$ cat config.mk
export PLATFORM = sky130hd
export DESIGN_NAME = crc_checked_frame_deframer
export DESIGN_NICKNAME = d
export VERILOG_FILES = /design/src/rtl/crcfd_pkg.sv /design/src/rtl/crcfd_crc.sv /design/src/rtl/crcfd_ring.sv /design/src/rtl/crc_checked_frame_deframer.sv
export SDC_FILE = /design/constraint.sdc
export NUM_CORES = 1
export LEC_CHECK = 0
export ABC_AREA = 1
export BUFFER_PORTS_ARGS = -buffer_cell sky130_fd_sc_hd__buf_4
export CORE_ASPECT_RATIO = 1.5
export CORE_MARGIN = 5
export CORE_UTILIZATION = 30
export CTS_BUF_LIST = sky130_fd_sc_hd__clkbuf_4
export DETAILED_ROUTE_END_ITERATION = 8
export SLEW_MARGIN = 40
export SYNTH_ARGS = -nofsm -noshare
export SYNTH_HDL_FRONTEND = slang
export SYNTH_HIERARCHICAL = 1
export SYNTH_SLANG_ARGS = --single-unit
$ cat constraint.sdc
create_clock -name i_clk -period 7.7 [get_ports i_clk]
set_clock_uncertainty 0.1 [all_clocks]
set_input_delay 1.155 -clock i_clk [delete_from_list [all_inputs] [get_ports i_clk]]
set_output_delay 1.155 -clock i_clk [all_outputs]
set_load 0.02 [all_outputs]
$ cat src/rtl/crcfd_pkg.sv
// Shared constants and types of the CRC-checked frame deframer.
// Used by the CRC unit, the top level and the bench helper package.
package crcfd_pkg;

    localparam int C_PAYLOAD_LEN = 16;

    localparam logic [7:0]  C_HDR0     = 8'hAA;
    localparam logic [7:0]  C_HDR1     = 8'hBB;
    localparam logic [15:0] C_CRC_INIT = 16'hFFFF;
    localparam logic [15:0] C_CRC_POLY = 16'hA001;

    typedef enum logic [1:0] {
        KIND_PAYLOAD    = 2'd0,
        KIND_BAD_FOOTER = 2'd1,
        KIND_BAD_CRC    = 2'd2
    } t_kind;

    typedef struct packed {
        logic init;
        logic load;
        logic step;
    } t_crc_ctrl;

endpackage

$ cat src/rtl/crcfd_crc.sv
// Bit-serial CRC-16 (reflected, 0xA001): one shift per cycle while stepped.
// Depends on crcfd_pkg for the control struct and the CRC constants.
module crcfd_crc (
    input  logic                i_clk,
    input  crcfd_pkg::t_crc_ctrl i_ctrl,
    input  logic [7:0]          i_byte,
    output logic [15:0]         o_crc
);
    import crcfd_pkg::*;

    logic [15:0] r_crc;
    logic [15:0] n_crc;

    always_comb begin
        n_crc = r_crc;
        if (i_ctrl.init) begin
            n_crc = C_CRC_INIT;
        end else if (i_ctrl.load) begin
            n_crc = r_crc ^ {8'h00, i_byte};
        end else if (i_ctrl.step) begin
            n_crc = r_crc[0] ? ((r_crc >> 1) ^ C_CRC_POLY) : (r_crc >> 1);
        end
    end

    always_ff @(posedge i_clk) begin
        r_crc <= n_crc;
    end

    assign o_crc = r_crc;

endmodule

$ cat src/rtl/crcfd_ring.sv
// Frame byte store: one write port, one read port with registered data.
// No package dependency; depth and address width come from the top level.
module crcfd_ring #(
    parameter int DEPTH = 22,
    parameter int AW    = 5
) (
    input  logic          i_clk,
    input  logic          i_wr_en,
    input  logic [AW-1:0] i_wr_addr,
    input  logic [7:0]    i_wr_data,
    input  logic [AW-1:0] i_rd_addr,
    output logic [7:0]    o_rd_data
);
    logic [7:0] r_mem [DEPTH];
    logic [7:0] r_rd_data;

    always_ff @(posedge i_clk) begin
        if (i_wr_en) begin
            r_mem[i_wr_addr] <= i_wr_data;
        end
        r_rd_data <= r_mem[i_rd_addr];
    end

    assign o_rd_data = r_rd_data;

endmodule

$ cat src/rtl/crc_checked_frame_deframer.sv
// Frame deframer: 0xAA 0xBB, PAYLOAD_LEN bytes, CRC-16 (low byte first), 0xBB 0xAA.
// A byte that completes no frame leaves the deframer ready; the next byte is taken in the next cycle.
// A byte that fills a frame starts a check pass over the stored bytes through the
// bit-serial CRC unit; then a good frame emits its payload items one at a time (when
// the output side takes them), and a bad frame emits a single error item.
// Reset (synchronous, active low) empties the store; its contents need no clearing.
module crc_checked_frame_deframer #(
    parameter int PAYLOAD_LEN = crcfd_pkg::C_PAYLOAD_LEN
) (
    input  logic       i_clk,
    input  logic       i_rst_n,
    input  logic       i_valid,
    output logic       o_ready,
    input  logic [7:0] i_rx_byte,
    output logic       o_valid,
    input  logic       i_ready,
    output logic [1:0] o_kind,
    output logic [7:0] o_data_byte,
    output logic       o_last
);
    import crcfd_pkg::*;

    localparam int F  = PAYLOAD_LEN + 6;
    localparam int CW = $clog2(F + 1);
    localparam int AW = $clog2(F);

    localparam logic [CW-1:0] L_ONE     = CW'(1);
    localparam logic [CW-1:0] L_FIRST   = CW'(2);
    localparam logic [CW-1:0] L_PAY_END = CW'(PAYLOAD_LEN + 1);
    localparam logic [CW-1:0] L_CRC_LO  = CW'(PAYLOAD_LEN + 2);
    localparam logic [CW-1:0] L_CRC_HI  = CW'(PAYLOAD_LEN + 3);
    localparam logic [CW-1:0] L_FOOT0   = CW'(PAYLOAD_LEN + 4);
    localparam logic [CW-1:0] L_FOOT1   = CW'(PAYLOAD_LEN + 5);
    localparam logic [CW-1:0] L_FULL    = CW'(F);

    typedef enum logic [6:0] {
        S_IDLE = 7'b0000001,
        S_RD   = 7'b0000010,
        S_LD   = 7'b0000100,
        S_CRC  = 7'b0001000,
        S_DEC  = 7'b0010000,
        S_ERD  = 7'b0100000,
        S_ELD  = 7'b1000000
    } t_state;

    // logical position -> ring address
    function automatic logic [AW-1:0] f_phys(input logic [AW-1:0] base,
                                             input logic [CW-1:0] lidx);
        logic [CW:0] sum;
        sum = (CW+1)'(base) + (CW+1)'(lidx);
        if (sum >= (CW+1)'(F)) begin
            sum = sum - (CW+1)'(F);
        end
        return sum[AW-1:0];
    endfunction

    t_state        r_state, n_state;
    logic [CW-1:0] r_fill, n_fill;
    logic [AW-1:0] r_base, n_base;
    logic [CW-1:0] r_idx, n_idx;
    logic [2:0]    r_bit, n_bit;
    logic          r_found, n_found;
    logic [CW-1:0] r_jpos, n_jpos;
    logic          r_foot_ok, n_foot_ok;
    logic [15:0]   r_rx_crc, n_rx_crc;
    logic [7:0]    r_prev, n_prev;
    logic          r_ov, n_ov;
    t_kind         r_okind, n_okind;
    logic [7:0]    r_odata, n_odata;
    logic          r_olast, n_olast;

    logic          in_acc;
    logic          slot_free;
    logic          wr_en;
    logic [7:0]    rd_data;
    logic [15:0]   crc;
    t_crc_ctrl     crc_ctrl;

    assign o_ready   = (r_state == S_IDLE);
    assign in_acc    = i_valid && o_ready;
    assign slot_free = !r_ov || i_ready;

    always_comb begin
        if (r_fill == '0) begin
            wr_en = in_acc && (i_rx_byte == C_HDR0);
        end else if (r_fill == L_ONE) begin
            wr_en = in_acc && (i_rx_byte == C_HDR1);
        end else begin
            wr_en = in_acc;
        end
    end

    crcfd_ring #(
        .DEPTH (F),
        .AW    (AW)
    ) u_ring (
        .i_clk     (i_clk),
        .i_wr_en   (wr_en),
        .i_wr_addr (f_phys(r_base, r_fill)),
        .i_wr_data (i_rx_byte),
        .i_rd_addr (f_phys(r_base, r_idx)),
        .o_rd_data (rd_data)
    );

    crcfd_crc u_crc (
        .i_clk  (i_clk),
        .i_ctrl (crc_ctrl),
        .i_byte (rd_data),
        .o_crc  (crc)
    );

    always_comb begin
        n_state   = r_state;
        n_fill    = r_fill;
        n_base    = r_base;
        n_idx     = r_idx;
        n_bit     = r_bit;
        n_found   = r_found;
        n_jpos    = r_jpos;
        n_foot_ok = r_foot_ok;
        n_rx_crc  = r_rx_crc;
        n_prev    = r_prev;
        n_ov      = r_ov && !i_ready;
        n_okind   = r_okind;
        n_odata   = r_odata;
        n_olast   = r_olast;
        crc_ctrl  = '0;

        unique case (r_state)
            S_IDLE: begin
                if (in_acc) begin
                    if (r_fill == '0) begin
                        n_fill = (i_rx_byte == C_HDR0) ? L_ONE : '0;
                    end else if (r_fill == L_ONE) begin
                        // a repeated 0xAA stays the lone header start
                        if (i_rx_byte == C_HDR1) begin
                            n_fill = CW'(2);
                        end else if (i_rx_byte != C_HDR0) begin
                            n_fill = '0;
                        end
                    end else begin
                        n_fill = r_fill + L_ONE;
                        if (r_fill + L_ONE == L_FULL) begin
                            n_state       = S_RD;
                            n_idx         = L_FIRST;
                            n_found       = 1'b0;
                            n_foot_ok     = 1'b1;
                            crc_ctrl.init = 1'b1;
                        end
                    end
                end
            end
            S_RD: begin
                n_state = S_LD;
            end
            S_LD: begin
                // track the first header after the dropped one
                if (!r_found && r_idx > L_FIRST && r_prev == C_HDR0 &&
                    rd_data == C_HDR1) begin
                    n_found = 1'b1;
                    n_jpos  = r_idx - L_ONE;
                end
                n_prev = rd_data;
                if (r_idx <= L_PAY_END) begin
                    crc_ctrl.load = 1'b1;
                    n_bit         = '0;
                    n_state       = S_CRC;
                end else begin
                    if (r_idx == L_CRC_LO) begin
                        n_rx_crc[7:0] = rd_data;
                    end else if (r_idx == L_CRC_HI) begin
                        n_rx_crc[15:8] = rd_data;
                    end else if (r_idx == L_FOOT0) begin
                        n_foot_ok = r_foot_ok && (rd_data == C_HDR1);
                    end else begin
                        n_foot_ok = r_foot_ok && (rd_data == C_HDR0);
                    end
                    if (r_idx == L_FOOT1) begin
                        // keep a trailing 0xAA as a header start
                        if (!n_found && rd_data == C_HDR0) begin
                            n_found = 1'b1;
                            n_jpos  = L_FOOT1;
                        end
                        n_state = S_DEC;
                    end else begin
                        n_idx   = r_idx + L_ONE;
                        n_state = S_RD;
                    end
                end
            end
            S_CRC: begin
                crc_ctrl.step = 1'b1;
                n_bit         = r_bit + 3'd1;
                if (r_bit == 3'd7) begin
                    n_idx   = r_idx + L_ONE;
                    n_state = S_RD;
                end
            end
            S_DEC: begin
                if (slot_free) begin
                    if (!r_foot_ok || crc != r_rx_crc) begin
                        n_ov    = 1'b1;
                        n_okind = r_foot_ok ? KIND_BAD_CRC : KIND_BAD_FOOTER;
                        n_odata = '0;
                        n_olast = 1'b1;
                        if (r_found) begin
                            n_base = f_phys(r_base, r_jpos);
                            n_fill = L_FULL - r_jpos;
                        end else begin
                            n_fill = '0;
                        end
                        n_state = S_IDLE;
                    end else begin
                        n_idx   = L_FIRST;
                        n_state = S_ERD;
                    end
                end
            end
            S_ERD: begin
                n_state = S_ELD;
            end
            S_ELD: begin
                // hold the read address until the output slot frees
                if (slot_free) begin
                    n_ov    = 1'b1;
                    n_okind = KIND_PAYLOAD;
                    n_odata = rd_data;
                    n_olast = (r_idx == L_PAY_END);
                    if (r_idx == L_PAY_END) begin
                        n_fill  = '0;
                        n_state = S_IDLE;
                    end else begin
                        n_idx   = r_idx + L_ONE;
                        n_state = S_ERD;
                    end
                end
            end
            default: begin
                n_state = S_IDLE;
            end
        endcase
    end

    always_ff @(posedge i_clk) begin
        if (!i_rst_n) begin
            r_state <= S_IDLE;
            r_fill  <= '0;
            r_base  <= '0;
            r_ov    <= 1'b0;
        end else begin
            r_state <= n_state;
            r_fill  <= n_fill;
            r_base  <= n_base;
            r_ov    <= n_ov;
        end
    end

    always_ff @(posedge i_clk) begin
        r_idx     <= n_idx;
        r_bit     <= n_bit;
        r_found   <= n_found;
        r_jpos    <= n_jpos;
        r_foot_ok <= n_foot_ok;
        r_rx_crc  <= n_rx_crc;
        r_prev    <= n_prev;
        r_okind   <= n_okind;
        r_odata   <= n_odata;
        r_olast   <= n_olast;
    end

    assign o_valid     = r_ov;
    assign o_kind      = r_okind;
    assign o_data_byte = r_odata;
    assign o_last      = r_olast;

    a_fill_range: assert property (@(posedge i_clk) disable iff (!i_rst_n)
        r_fill <= L_FULL)
        else $error("fill count beyond a frame");

    a_base_range: assert property (@(posedge i_clk) disable iff (!i_rst_n)
        r_base < AW'(F) || F == (1 << AW))
        else $error("ring base out of range");

    a_crc_in_payload: assert property (@(posedge i_clk) disable iff (!i_rst_n)
        (r_state == S_CRC) |-> (r_idx >= L_FIRST && r_idx <= L_PAY_END))
        else $error("CRC step outside payload");

    a_err_item: assert property (@(posedge i_clk) disable iff (!i_rst_n)
        (o_valid && o_kind != KIND_PAYLOAD) |-> (o_last && o_data_byte == 8'h00))
        else $error("error item not a single zeroed last item");

    a_check_full: assert property (@(posedge i_clk) disable iff (!i_rst_n)
        (r_state == S_LD || r_state == S_CRC || r_state == S_DEC) |-> (r_fill == L_FULL))
        else $error("check pass without a full frame");

endmodule

# == After elaboration in Yosys (flattened, before gate mapping) ==
# Memory sizes are Yosys's and may differ from the RTL's. A register that Yosys moved wholly into a read port is not among the register bits.
# Index checks and enable logic that the tools add are counted.
# op_classes
n_addsub,11
n_lt_le_gt_ge,5
eq_ne,39
n_mux,96
bitwise,4
n_reduce_logical,34
# op_table
operator,count
2-to-1 mux 5 bit,29
2-to-1 mux 7 bit,8
case mux 7 bit (7 select lines),1
2-to-1 mux 16 bit,3
== test 8 bit (second input constant),5
2-to-1 mux 1 bit,36
== test 5 bit (second input constant),6
inequality test 2 bit (second input constant),14
case mux 5 bit (5 select lines),1
2-to-1 mux 8 bit,3
adder 5 x 5 -> 6 bit,3
greater-or-equal comparator 6 x 5 -> 1 bit (second input constant),3
inequality test 16 bit,1
case mux 8 bit (2 select lines),1
XOR 16 x 8 -> 16 bit,1
case mux 5 bit (3 select lines),1
subtractor 5 bit (second input constant),3
AND reduction 7 bit,2
2-to-1 mux 6 bit,2
AND reduction 12 bit,1
AND reduction 4 bit,3
adder 5 x 1 -> 5 bit (second input constant),2
logical AND 1 bit,10
2-to-1 mux 2 bit,4
33 further kinds,46
# word_totals
reg_bits,84
ramBits,176
in_bits,12
output_inout_bits,13
word_cells,206
memories,1
# mem_list
memory,words,width,read_ports,rd_clocked_by_memory_dff,wr,line,source
u_ring.r_mem,22,8,1,1,1,crcfd_ring.sv:14,logic [7:0] r_mem [DEPTH];

# == Longest topological paths before layout ==
# Gate-level depths: netlist (run 1).
# logic_depth
depth_word,12
ltp_mapped,19
mapped_depth_nobuf,17

# == Cells and area by module ==
# The synthesis (run 1) kept the hierarchy.
# modules_own_cells
mod,n_inst,cells_per_inst,area_per_inst_um2,seq_area_each_um2
crcfd_ring,1,629,7390.8,5445.2
crc_checked_frame_deframer,1,579,4553.1,1861.8
crcfd_crc,1,112,795.8,320.3

# == Worst setup path before layout (run 1) ==
# No wires, ideal clock.
# synth_path
path_kind,input to register
from,input port i_rx_byte[6]
to,"memory u_ring.r_mem[17][0], enable pin"
setup_ns,0.370
t_arrival_ns,2.555
required_ns,7.230
setup_slack_ns,4.675
stages,9
n_path_buf,0
cell_sequence,inv_1 > nand2_1 > nor2_1 > nand3_1 > nor2_1 > a21oi_1 > nor3_1 > nand3_1 > nor2_1
# synth_between
elab_chain_len,6
elab_cells_between_ends,8
cone_classes,eq/ne (2); mux (4); reduce/logical (2)
# synth_rtl
item,line,source
"start, declared",crc_checked_frame_deframer.sv:14,"input logic [7:0] i_rx_byte,"
== test 8 bit,crc_checked_frame_deframer.sv:87,wr_en = in_acc && (i_rx_byte == C_HDR1);
logical AND 1 bit,crc_checked_frame_deframer.sv:87,
2-to-1 mux 1 bit,crc_checked_frame_deframer.sv:86,end else if (r_fill == L_ONE) begin
2-to-1 mux 1 bit *,crc_checked_frame_deframer.sv:84,if (r_fill == '0) begin
named net wr_en,crc_checked_frame_deframer.sv:74,logic wr_en;
2-to-1 mux 1 bit *,crcfd_ring.sv:18,if (i_wr_en) begin
2-to-1 mux 1 bit (not written as such) *,crcfd_ring.sv:19,r_mem[i_wr_addr] <= i_wr_data;
"end, declared",crcfd_ring.sv:14,
# The timed path passes the listed nets; every way through them passes the cells marked *.

# == Worst setup path in the final report (run 1) ==
# layout_path
from,register r_idx[0]
to,"register u_ring.r_rd_data[0] (netlist: u_ring/o_rd_data[0]), read port of u_ring.r_mem"
# layout_between
elab_chain_len,3
elab_cells_between_ends,4
cone_classes,add/sub (2); order compare (1); mux (1)
# layout_rtl
item,line,source
"start, declared",crc_checked_frame_deframer.sv:60,"logic [CW-1:0] r_idx, n_idx;"
"start signal, assigned",crc_checked_frame_deframer.sv:259,r_idx <= n_idx;
adder 5 x 5 -> 6 bit *,crc_checked_frame_deframer.sv:50,sum = (CW+1)'(base) + (CW+1)'(lidx);
subtractor 5 bit / greater-or-equal comparator 6 x 5 -> 1 bit (equally long branches),"crc_checked_frame_deframer.sv:52, crc_checked_frame_deframer.sv:51",
2-to-1 mux 5 bit *,crc_checked_frame_deframer.sv:51,if (sum >= (CW+1)'(F)) begin
"end, declared",crcfd_ring.sv:15,logic [7:0] r_rd_data;
# Mark *: on every way between the ends. The rest lies on a longest branch, timed or not.
# A chain may end at the register's enable or synchronous reset.

==> results.md, run 1 <==
* Critical register-to-register path startpoint: r_idx[0]$_SDFFCE_PN0P_
* Initial Util at 30.3%
* Synth warnings at 6
* Class of the most critical hold timing path: reg -> reg
* Worst setup EP type: flip-flop
* Cell type with the highest aggregate area in the netlist: sky130_fd_sc_hd__edfxtp_1
* Clock-pin transition on the worst setup and hold timing paths at 0.07 ns
* Reg2Reg Depth at 18
* Slew Limit Fails at 0
* Outcome: completed
* Hold path start: u_crc/o_crc[11]$_SDFFE_PP1P_
* Hpwl dp at 21300 µm
* CTS buffer count at 71
* Clock tree from TritonCTS: yes
* Critical Path Start: r_idx[0]$_SDFFCE_PN0P_
* Relative contribution of the clock network to total power at 35.5%
* Worst endpoint data arrival time at 4.64 ns
* Area Overhead vs Synth at 12.8%
* Power per unit of standard cell area at 250 mW/mm²
* Max-slew headroom at 48.4%
* Port-buffer cells at 24
* Die extent in y at 262 µm
* Maximum count of clock buffers along a single path at 3
* Switching fraction of total power at 29.9%
* Length of the first detailed-routing pass in iterations at 5
* Number of standard cells after synthesis at 1320
* Setup WS pre-CTS at 3.56 ns
* Die area at 0.0468 mm²
* Per-cell routed wire length at 15.7 µm
* First-pass GRT wire length at 49600 µm
* Reg2reg setup slack at 3.60 ns
* Final Setup Violations at 0
* Top flip-flop cell by instance count after synthesis: sky130_fd_sc_hd__edfxtp_1
* Switching power total at 1070 µW
* Critical path class: reg -> reg
* Mean instance size in the synthesized netlist at 9.65 µm²
* Via-to-Cell Ratio at 4.64
* Overall Global Routing Usage at 13.4%
* Count of flip-flops with a built-in enable after synthesis at 226
* Portion of synthesized cell area occupied by the leading cell type at 53.3%
* Async SR Flop Fraction at 0%
* Global placer's final weighted congestion at 0.864
* # DRC at 0
* DIE WIDTH at 178 µm
* Initial DRC count at 526
* Worst hold path depth at 2
* FF+latch count, synth at 268
* Post-synthesis sequential area ratio at 59.9%
* Net count of the mapped netlist at 1364
* Static leakage power at 0.00594 µW
* Startpoint kind of the worst setup timing path: flip-flop
* Post-CTS setup-driven buffer insertion count at 0
* Min-Delay Endpoint: u_crc/o_crc[10]$_SDFFE_PP1P_
* Crit path required time at 8.23 ns
* Internal power component at 2520 µW
* Initial antenna violation count at 2
* Period utilisation layout at 53.3%
* Maxcap violations at 0
* IR drop worst, VDD at 0.119 mV
* Later-pin clock latency in the skew report at 0.67 ns
* Maximum number of pins on one net before global-route repair at 89
* Final Hold Fails at 0
* Distinct cell type count after synthesis at 48
* Via count of the routed design at 9274
* Final global-route overflow total at 0
* Via count of the first global-routing pass at 9425
* Sink Count at 268
* Depth of the CTS H-tree at 3
* Setup repair after global routing missed its margin: no
* Total negative setup slack at 0 ns
* I/O pin cnt at 25
* Maximum fanout count along the critical path at 41
* Clk Tree Root Cell: sky130_fd_sc_hd__clkbuf_4
* Post_cts resized at 0
* Overall power after layout at 3590 µW
* Post-CTS Hold Buffers at 0
* Timing-limited maximum frequency at 244 MHz
* Standard cell core area at 0.0420 mm²
* RR Endpoint: u_ring/o_rd_data[0]$_DFF_P_
* Proportion of power drawn by flip-flops and latches at 47.9%
* Final antenna-violating net count at 0
* Transition time of the tightest slew-check pin at 0.771 ns
* Fin nets at 1423
* Minimum clock period at 4.10 ns
* Final core utilization at 34.2%
* Netlist area before placement at 0.0127 mm²
* Wirelength, routed at 31400 µm
* Fraction of layout instances using a drive strength above 1 at 12.4%
* Worst Slack Setup Final at 3.60 ns
* Most area-consuming cells after synthesis: sky130_fd_sc_hd__edfxtp_1 53%, sky130_fd_sc_hd__nand2_1 11%, sky130_fd_sc_hd__nand3_1 7.3%, sky130_fd_sc_hd__dfxtp_1 6.6%, sky130_fd_sc_hd__nor2_1 3.9%
* Standard-cell row count at 92
* Comb pwr share at 16.6%
[how the worst max path moves through the flow]
stage                                    endpoint  cells past startpoint  slack [ns]
floorplan           u_ring/r_mem[17][0]$_DFFE_PP_                      9        4.67
global placement    u_ring/r_mem[18][5]$_DFFE_PP_                      9        3.60
detailed placement  u_ring/r_mem[10][0]$_DFFE_PP_                      9        3.56
CTS                   u_ring/o_rd_data[6]$_DFF_P_                     18        3.59
global route          u_ring/o_rd_data[0]$_DFF_P_                     18        3.14
finish                u_ring/o_rd_data[0]$_DFF_P_                     18        3.60
[cell usage after synthesis (3+ instances only)]
| library cell | count |
|---|---|
| sky130_fd_sc_hd__inv_1 | 111 |
| sky130_fd_sc_hd__a21oi_1 | 26 |
| sky130_fd_sc_hd__nor3_1 | 10 |
| sky130_fd_sc_hd__buf_4 | 8 |
| sky130_fd_sc_hd__inv_2 | 4 |
| sky130_fd_sc_hd__nand2_1 | 374 |
| sky130_fd_sc_hd__nand3_1 | 185 |
| sky130_fd_sc_hd__nand2_2 | 5 |
| sky130_fd_sc_hd__o211ai_1 | 4 |
| sky130_fd_sc_hd__edfxtp_1 | 226 |
| sky130_fd_sc_hd__o21ai_0 | 30 |
| sky130_fd_sc_hd__buf_6 | 8 |
| sky130_fd_sc_hd__nand4_1 | 14 |
| sky130_fd_sc_hd__xor2_1 | 19 |
| sky130_fd_sc_hd__ha_1 | 29 |
| sky130_fd_sc_hd__clkbuf_1 | 6 |
| sky130_fd_sc_hd__dfxtp_1 | 42 |
| sky130_fd_sc_hd__fa_1 | 3 |
| sky130_fd_sc_hd__nor2_2 | 3 |
| sky130_fd_sc_hd__o21ai_1 | 11 |
| sky130_fd_sc_hd__nor2_4 | 4 |
| sky130_fd_sc_hd__nor2_1 | 133 |
| sky130_fd_sc_hd__xnor2_1 | 15 |
| sky130_fd_sc_hd__buf_2 | 20 |
| sky130_fd_sc_hd__a21o_1 | 3 |
[metal layers]
layer	track usage, %	up-vias	routed length, µm
li1	-	4583	-
met1	14.8	4377	12200
met2	24.7	247	16900
met3	2.76	67	1470
met4	5.15	0	895
met5	0	-	0
[cells in the final DEF (no fill, tap or decap), types with 2 or more instances in the layout]
| cell type | synthesis | layout |
|---|---|---|
| sky130_fd_sc_hd__fa_1 | 3 | 3 |
| sky130_fd_sc_hd__xnor2_1 | 15 | 15 |
| sky130_fd_sc_hd__nand3b_1 | 2 | 2 |
| sky130_fd_sc_hd__nor2_4 | 4 | 4 |
| sky130_fd_sc_hd__clkinv_2 | 0 | 2 |
| sky130_fd_sc_hd__inv_1 | 111 | 110 |
| sky130_fd_sc_hd__o21ai_0 | 30 | 29 |
| sky130_fd_sc_hd__a21o_1 | 3 | 3 |
| sky130_fd_sc_hd__nor2_2 | 3 | 3 |
| sky130_fd_sc_hd__nand2_1 | 374 | 374 |
| sky130_fd_sc_hd__a21oi_1 | 26 | 26 |
| sky130_fd_sc_hd__o21a_1 | 2 | 2 |
| sky130_fd_sc_hd__clkinv_1 | 1 | 11 |
| sky130_fd_sc_hd__nand3_1 | 185 | 185 |
| sky130_fd_sc_hd__o211ai_1 | 4 | 4 |
| sky130_fd_sc_hd__nor3_1 | 10 | 8 |
| sky130_fd_sc_hd__nand2_4 | 2 | 2 |
| sky130_fd_sc_hd__ha_1 | 29 | 28 |
| sky130_fd_sc_hd__nand4_1 | 14 | 14 |
| sky130_fd_sc_hd__o21ai_1 | 11 | 12 |
| sky130_fd_sc_hd__nand2_2 | 5 | 5 |
| sky130_fd_sc_hd__bufinv_16 | 0 | 2 |
| sky130_fd_sc_hd__nand3_2 | 2 | 2 |
| sky130_fd_sc_hd__buf_4 | 8 | 28 |
| sky130_fd_sc_hd__edfxtp_1 | 226 | 226 |
| sky130_fd_sc_hd__dfxtp_1 | 42 | 42 |
| sky130_fd_sc_hd__nor2_1 | 133 | 133 |
| sky130_fd_sc_hd__nor3_2 | 0 | 2 |
| sky130_fd_sc_hd__inv_2 | 4 | 9 |
| sky130_fd_sc_hd__diode_2 | 0 | 2 |
| sky130_fd_sc_hd__xor2_1 | 19 | 18 |
| sky130_fd_sc_hd__clkbuf_4 | 0 | 106 |
[logic make-up (layout without fill, tap and decap cells)]
kind of cell | after synthesis | count (layout) | synth area share, %
AND/OR/NAND/NOR | 740 | 740 | 24.9
flip-flops | 268 | 268 | 59.9
buffers and inverters | 161 | 272 | 5.74
AO/OA/AOI/OAI | 85 | 85 | 3.80
XOR/XNOR | 34 | 34 | 2.34
adder cells (fa/ha/maj) | 32 | 32 | 3.32
other | 0 | 2 | 0
[metrics by stage]
stage | hold WS, ns | instance area [µm²] | instances
final | 0.401 | 14400 | 1997
after global routing | 0.418 | 14400 | 1997
after CTS | 0.406 | 14400 | 1995
after detailed placement | 0.399 | 13400 | 1870
after global placement | 0.391 | 13400 | 1869
after floorplan | 0.365 | 12700 | 1320
[critical path, stage by stage, from the launching register on]
cell and delay (ns):
sky130_fd_sc_hd__edfxtp_1 0.50, sky130_fd_sc_hd__ha_2 0.24, sky130_fd_sc_hd__inv_1 0.05, sky130_fd_sc_hd__fa_1 0.39, sky130_fd_sc_hd__xnor2_1 0.20, sky130_fd_sc_hd__inv_1 0.08
sky130_fd_sc_hd__o21ai_0 0.28, sky130_fd_sc_hd__nand2_1 0.11, sky130_fd_sc_hd__nand2_1 0.20, sky130_fd_sc_hd__xor2_4 0.15, sky130_fd_sc_hd__buf_4 0.44, sky130_fd_sc_hd__inv_2 0.43
sky130_fd_sc_hd__nand3_1 0.24, sky130_fd_sc_hd__nand3_1 0.13, sky130_fd_sc_hd__nand2_1 0.17, sky130_fd_sc_hd__nand2_1 0.08, sky130_fd_sc_hd__nand2_1 0.10, sky130_fd_sc_hd__nand2_1 0.07
sky130_fd_sc_hd__nand2_1 0.06
[sequential cells by signal (all words and copies together) (netlist names), 2 cells and up]
| signal | flops |
|---|---|
| u_ring/r_mem | 176 |
| r_rx_crc | 16 |
| u_crc/o_crc | 16 |
| o_data_byte | 8 |
| r_prev | 8 |
| u_ring/o_rd_data | 8 |
| r_state | 7 |
| r_base | 5 |
| r_fill | 5 |
| r_idx | 5 |
| r_jpos | 5 |
| r_bit | 3 |
| o_kind | 2 |
[power groups by stage]
stage | clock [µW] | combinational [µW] | sequential, µW
floorplan | 0 | 432 | 1710
global placement | 0 | 581 | 1750
detailed placement | 0 | 594 | 1750
CTS | 1320 | 597 | 1720
global route | 1400 | 664 | 1720
finish | 1280 | 595 | 1720
[final cells by class]
class | instances | area, µm²
fillers | 4221 | 27600
diodes | 2 | 5.00
clock buffers | 106 | 796
repair buffers | 29 | 238
multi-input cells | 891 | 4410
well taps | 564 | 706
clock inverters | 19 | 130
inverters | 118 | 455
flip-flops and latches | 268 | 7630
Note: power is estimated with default switching activity, not from simulation.
==> inputs of run 2 (changes only) <==
- clock period: 7.7 -> 4.1 ns (I/O delays scaled with it)
==> results.md, run 2 (synthesized netlist as in run 1, its figures left out) <==
* Outcome: completed (unchanged)
* Worst setup EP type: flip-flop (unchanged)
* Clock-pin transition on the worst setup and hold timing paths at 0.07 ns (about the same)
* Crit path required time at 4.30 ns (was 8.23 ns)
* First-pass GRT wire length at 51800 µm (was 49600 µm)
* Max-slew headroom at 46.5% (was 48.4%)
* Fin nets at 1441 (was 1423)
* Internal power component at 4480 µW (was 2520 µW)
* Die area at 0.0468 mm² (unchanged)
* Power per unit of standard cell area at 451 mW/mm² (was 250 mW/mm²)
* Worst Path Buf+Inv at 2 (was 4)
* Comb pwr share at 17.4% (was 16.6%)
* Hpwl dp at 22900 µm (was 21300 µm)
* Post-CTS setup-driven buffer insertion count at 0 (unchanged)
* Wirelength, routed at 33000 µm (was 31400 µm)
* Critical path class: reg -> reg (unchanged)
* Slowest stage cell, crit path: sky130_fd_sc_hd__nor2_1 (was sky130_fd_sc_hd__edfxtp_1)
* Transition time of the tightest slew-check pin at 0.797 ns (was 0.771 ns)
* Standard cell core area at 0.0420 mm² (unchanged)
* Later-pin clock latency in the skew report at 0.68 ns (was 0.67 ns)
* Fraction of layout instances using a drive strength above 1 at 12.5% (was 12.4%)
* Length of the first detailed-routing pass in iterations at 5 (unchanged)
* Via-to-Cell Ratio at 4.71 (was 4.64)
* Final Setup Violations at 0 (unchanged)
* Multi-input logic area at 0.00442 mm² (was 0.00441 mm²)
* Delay-heaviest family, CP: simple AND/OR/NAND/NOR gates (unchanged)
* Total stage count of the critical path at 12 (was 18)
* Via count of the first global-routing pass at 9599 (was 9425)
* Relative contribution of the clock network to total power at 32.5% (was 35.5%)
* Clock tree from TritonCTS: yes (unchanged)
* CTS buffer count at 68 (was 71)
* Class of the most critical hold timing path: in -> reg (was reg -> reg)
* Static leakage power at 0.00595 µW (was 0.00594 µW)
* Number of flip-flops under the largest register name at 176 (unchanged)
* Per-cell routed wire length at 16.4 µm (was 15.7 µm)
* Switching power total at 2000 µW (was 1070 µW)
* Worst hold path depth at 2 (unchanged)
* Port-buffer cells at 24 (unchanged)
* Switching fraction of total power at 30.9% (was 29.9%)
* Die extent in y at 262 µm (unchanged)
* Placed insts at 1891 (was 1870)
* IR drop worst, VDD at 0.204 mV (was 0.119 mV)
* Area Overhead vs Synth at 12.8% (unchanged)
* Maximum fanout count along the critical path at 8 (was 41)
* Minimum clock period at 3.75 ns (was 4.10 ns)
* Initial Util at 30.3% (unchanged)
* Via count of the routed design at 9444 (was 9274)
* Number of filler instances in the final layout at 4259 (was 4221)
* Hold_ws at 0.151 ns (was 0.401 ns)
* Most frequent cells in the layout: 374 x sky130_fd_sc_hd__nand2_1, 226 x sky130_fd_sc_hd__edfxtp_1, 185 x sky130_fd_sc_hd__nand3_1, 133 x sky130_fd_sc_hd__nor2_1, 111 x sky130_fd_sc_hd__inv_1 (was 374 x sky130_fd_sc_hd__nand2_1, 226 x sky130_fd_sc_hd__edfxtp_1, 185 x sky130_fd_sc_hd__nand3_1, 133 x sky130_fd_sc_hd__nor2_1, 110 x sky130_fd_sc_hd__inv_1)
* Post_cts resized at 0 (unchanged)
* Maximum count of clock buffers along a single path at 3 (unchanged)
* Global placer's final weighted congestion at 0.922 (was 0.864)
* # DRC at 0 (unchanged)
* Register with the highest flop count: u_ring/r_mem (unchanged)
* Final antenna-violating net count at 0 (unchanged)
* Post-CTS Hold Buffers at 0 (unchanged)
* Reg2Reg Depth at 12 (was 18)
* Final Hold Fails at 0 (unchanged)
* Proportion of power drawn by flip-flops and latches at 50.1% (was 47.9%)
* DIE WIDTH at 178 µm (unchanged)
* Depth of the CTS H-tree at 3 (unchanged)
* Initial antenna violation count at 1 (was 2)
* Largest stage delay on the critical path at 0.71 ns (was 0.50 ns)
* Clk Tree Root Cell: sky130_fd_sc_hd__clkbuf_4 (unchanged)
* Worst endpoint data arrival time at 3.95 ns (was 4.64 ns)
* I/O pin cnt at 25 (unchanged)
* Setup repair after global routing missed its margin: no (unchanged)
* Sink Count at 268 (unchanged)
* Timing-limited maximum frequency at 267 MHz (was 244 MHz)
* Slew Limit Fails at 0 (unchanged)
* Post-Layout Cell Count at 2005 (was 1997)
* Sequential Area at 0.00763 mm² (unchanged)
* Maximum number of pins on one net before global-route repair at 89 (unchanged)
* Final global-route overflow total at 0 (unchanged)
* Most common library cell in the layout ignoring fill and taps: sky130_fd_sc_hd__nand2_1 (unchanged)
* Standard-cell row count at 92 (unchanged)
* Initial DRC count at 579 (was 526)
* Startpoint kind of the worst setup timing path: flip-flop (unchanged)
* Overall Global Routing Usage at 14.1% (was 13.4%)
* Maxcap violations at 0 (unchanged)
* Period utilisation layout at 91.5% (was 53.3%)
* Total negative setup slack at 0 ns (unchanged)
* CP Cell Sequence: ha_1 > inv_1 > fa_1 > o21ai_1 > xor2_1 > nand3_1 > nand2_1 > inv_1 > nand2_2 > xor2_1 > nand3_1 > nor2_1 (was ha_2 > inv_1 > fa_1 > xnor2_1 > inv_1 > o21ai_0 > nand2_1 > nand2_1 > xor2_4 > buf_4 > inv_2 > nand3_1 > nand3_1 > nand2_1 > nand2_1 > nand2_1 > nand2_1 > nand2_1)
run 2: changes by cell type in the layout (fill, tap and decap cells not counted), sizes merged:
cell	before	now
buf	29	50
bufinv	2	0
clkbuf	106	93
clkinv	13	15
clkinvlp	1	2
diode	2	1
run 2: metal layers:
layer  wire length [µm]  share of wire [%]  vias to the layer above  global-route usage, %
li1                   -                  -                     4625                      -
met1              12300                 37                     4473                   15.1
met2              17700                 54                      252                   26.0
met3               1690                5.1                       94                   3.19
met4               1360                4.1                        0                   6.25
met5                  0                  0                        -                      0
run 2: path summary, 6_finish.rpt:
check | slack, ns | endpoint | start
setup / recovery | 0.35 | u_ring/r_mem[6][3]$_DFFE_PP_ | r_base[0]$_SDFFE_PN0P_
setup reg to reg | 0.35 | u_ring/r_mem[6][3]$_DFFE_PP_ | r_base[0]$_SDFFE_PN0P_
hold reg to reg | 0.41 | u_crc/o_crc[10]$_SDFFE_PP1P_ | u_crc/o_crc[11]$_SDFFE_PP1P_
hold / removal | 0.15 | r_state[0]$_SDFFE_PN1P_ | i_rst_n
run 2: power by group through the flow:
stage / sequential [µW] / clock, µW / combinational [µW]
after global placement: 3310 / 0 / 1120
after floorplan: 3220 / 0 / 811
after global routing: 3260 / 2340 / 1260
after detailed placement: 3310 / 0 / 1130
final: 3250 / 2110 / 1130
after CTS: 3250 / 2190 / 1140
run 2: cell type report:
type	instances	share of cell area, %
antenna	1	0.0174
sequential	268	53.1
clock buffer	93	4.86
clock inverter	20	0.609
inverter	118	3.17
tap	564	4.91
multi-input combinational	891	30.7
timing repair buffer	50	2.61
run 2: stage by stage:
step | util (%) | worst slack (ns) | area, µm² | power (µW)
after CTS | 34.2 | 0.385 | 14400 | 6570
final | 34.2 | 0.349 | 14400 | 6480
after global placement | 32.3 | 0.496 | 13600 | 4420
after detailed placement | 32.3 | 0.413 | 13600 | 4440
after global routing | 34.2 | 0.0539 | 14400 | 6850
after floorplan | - | 1.13 | 12700 | 4030
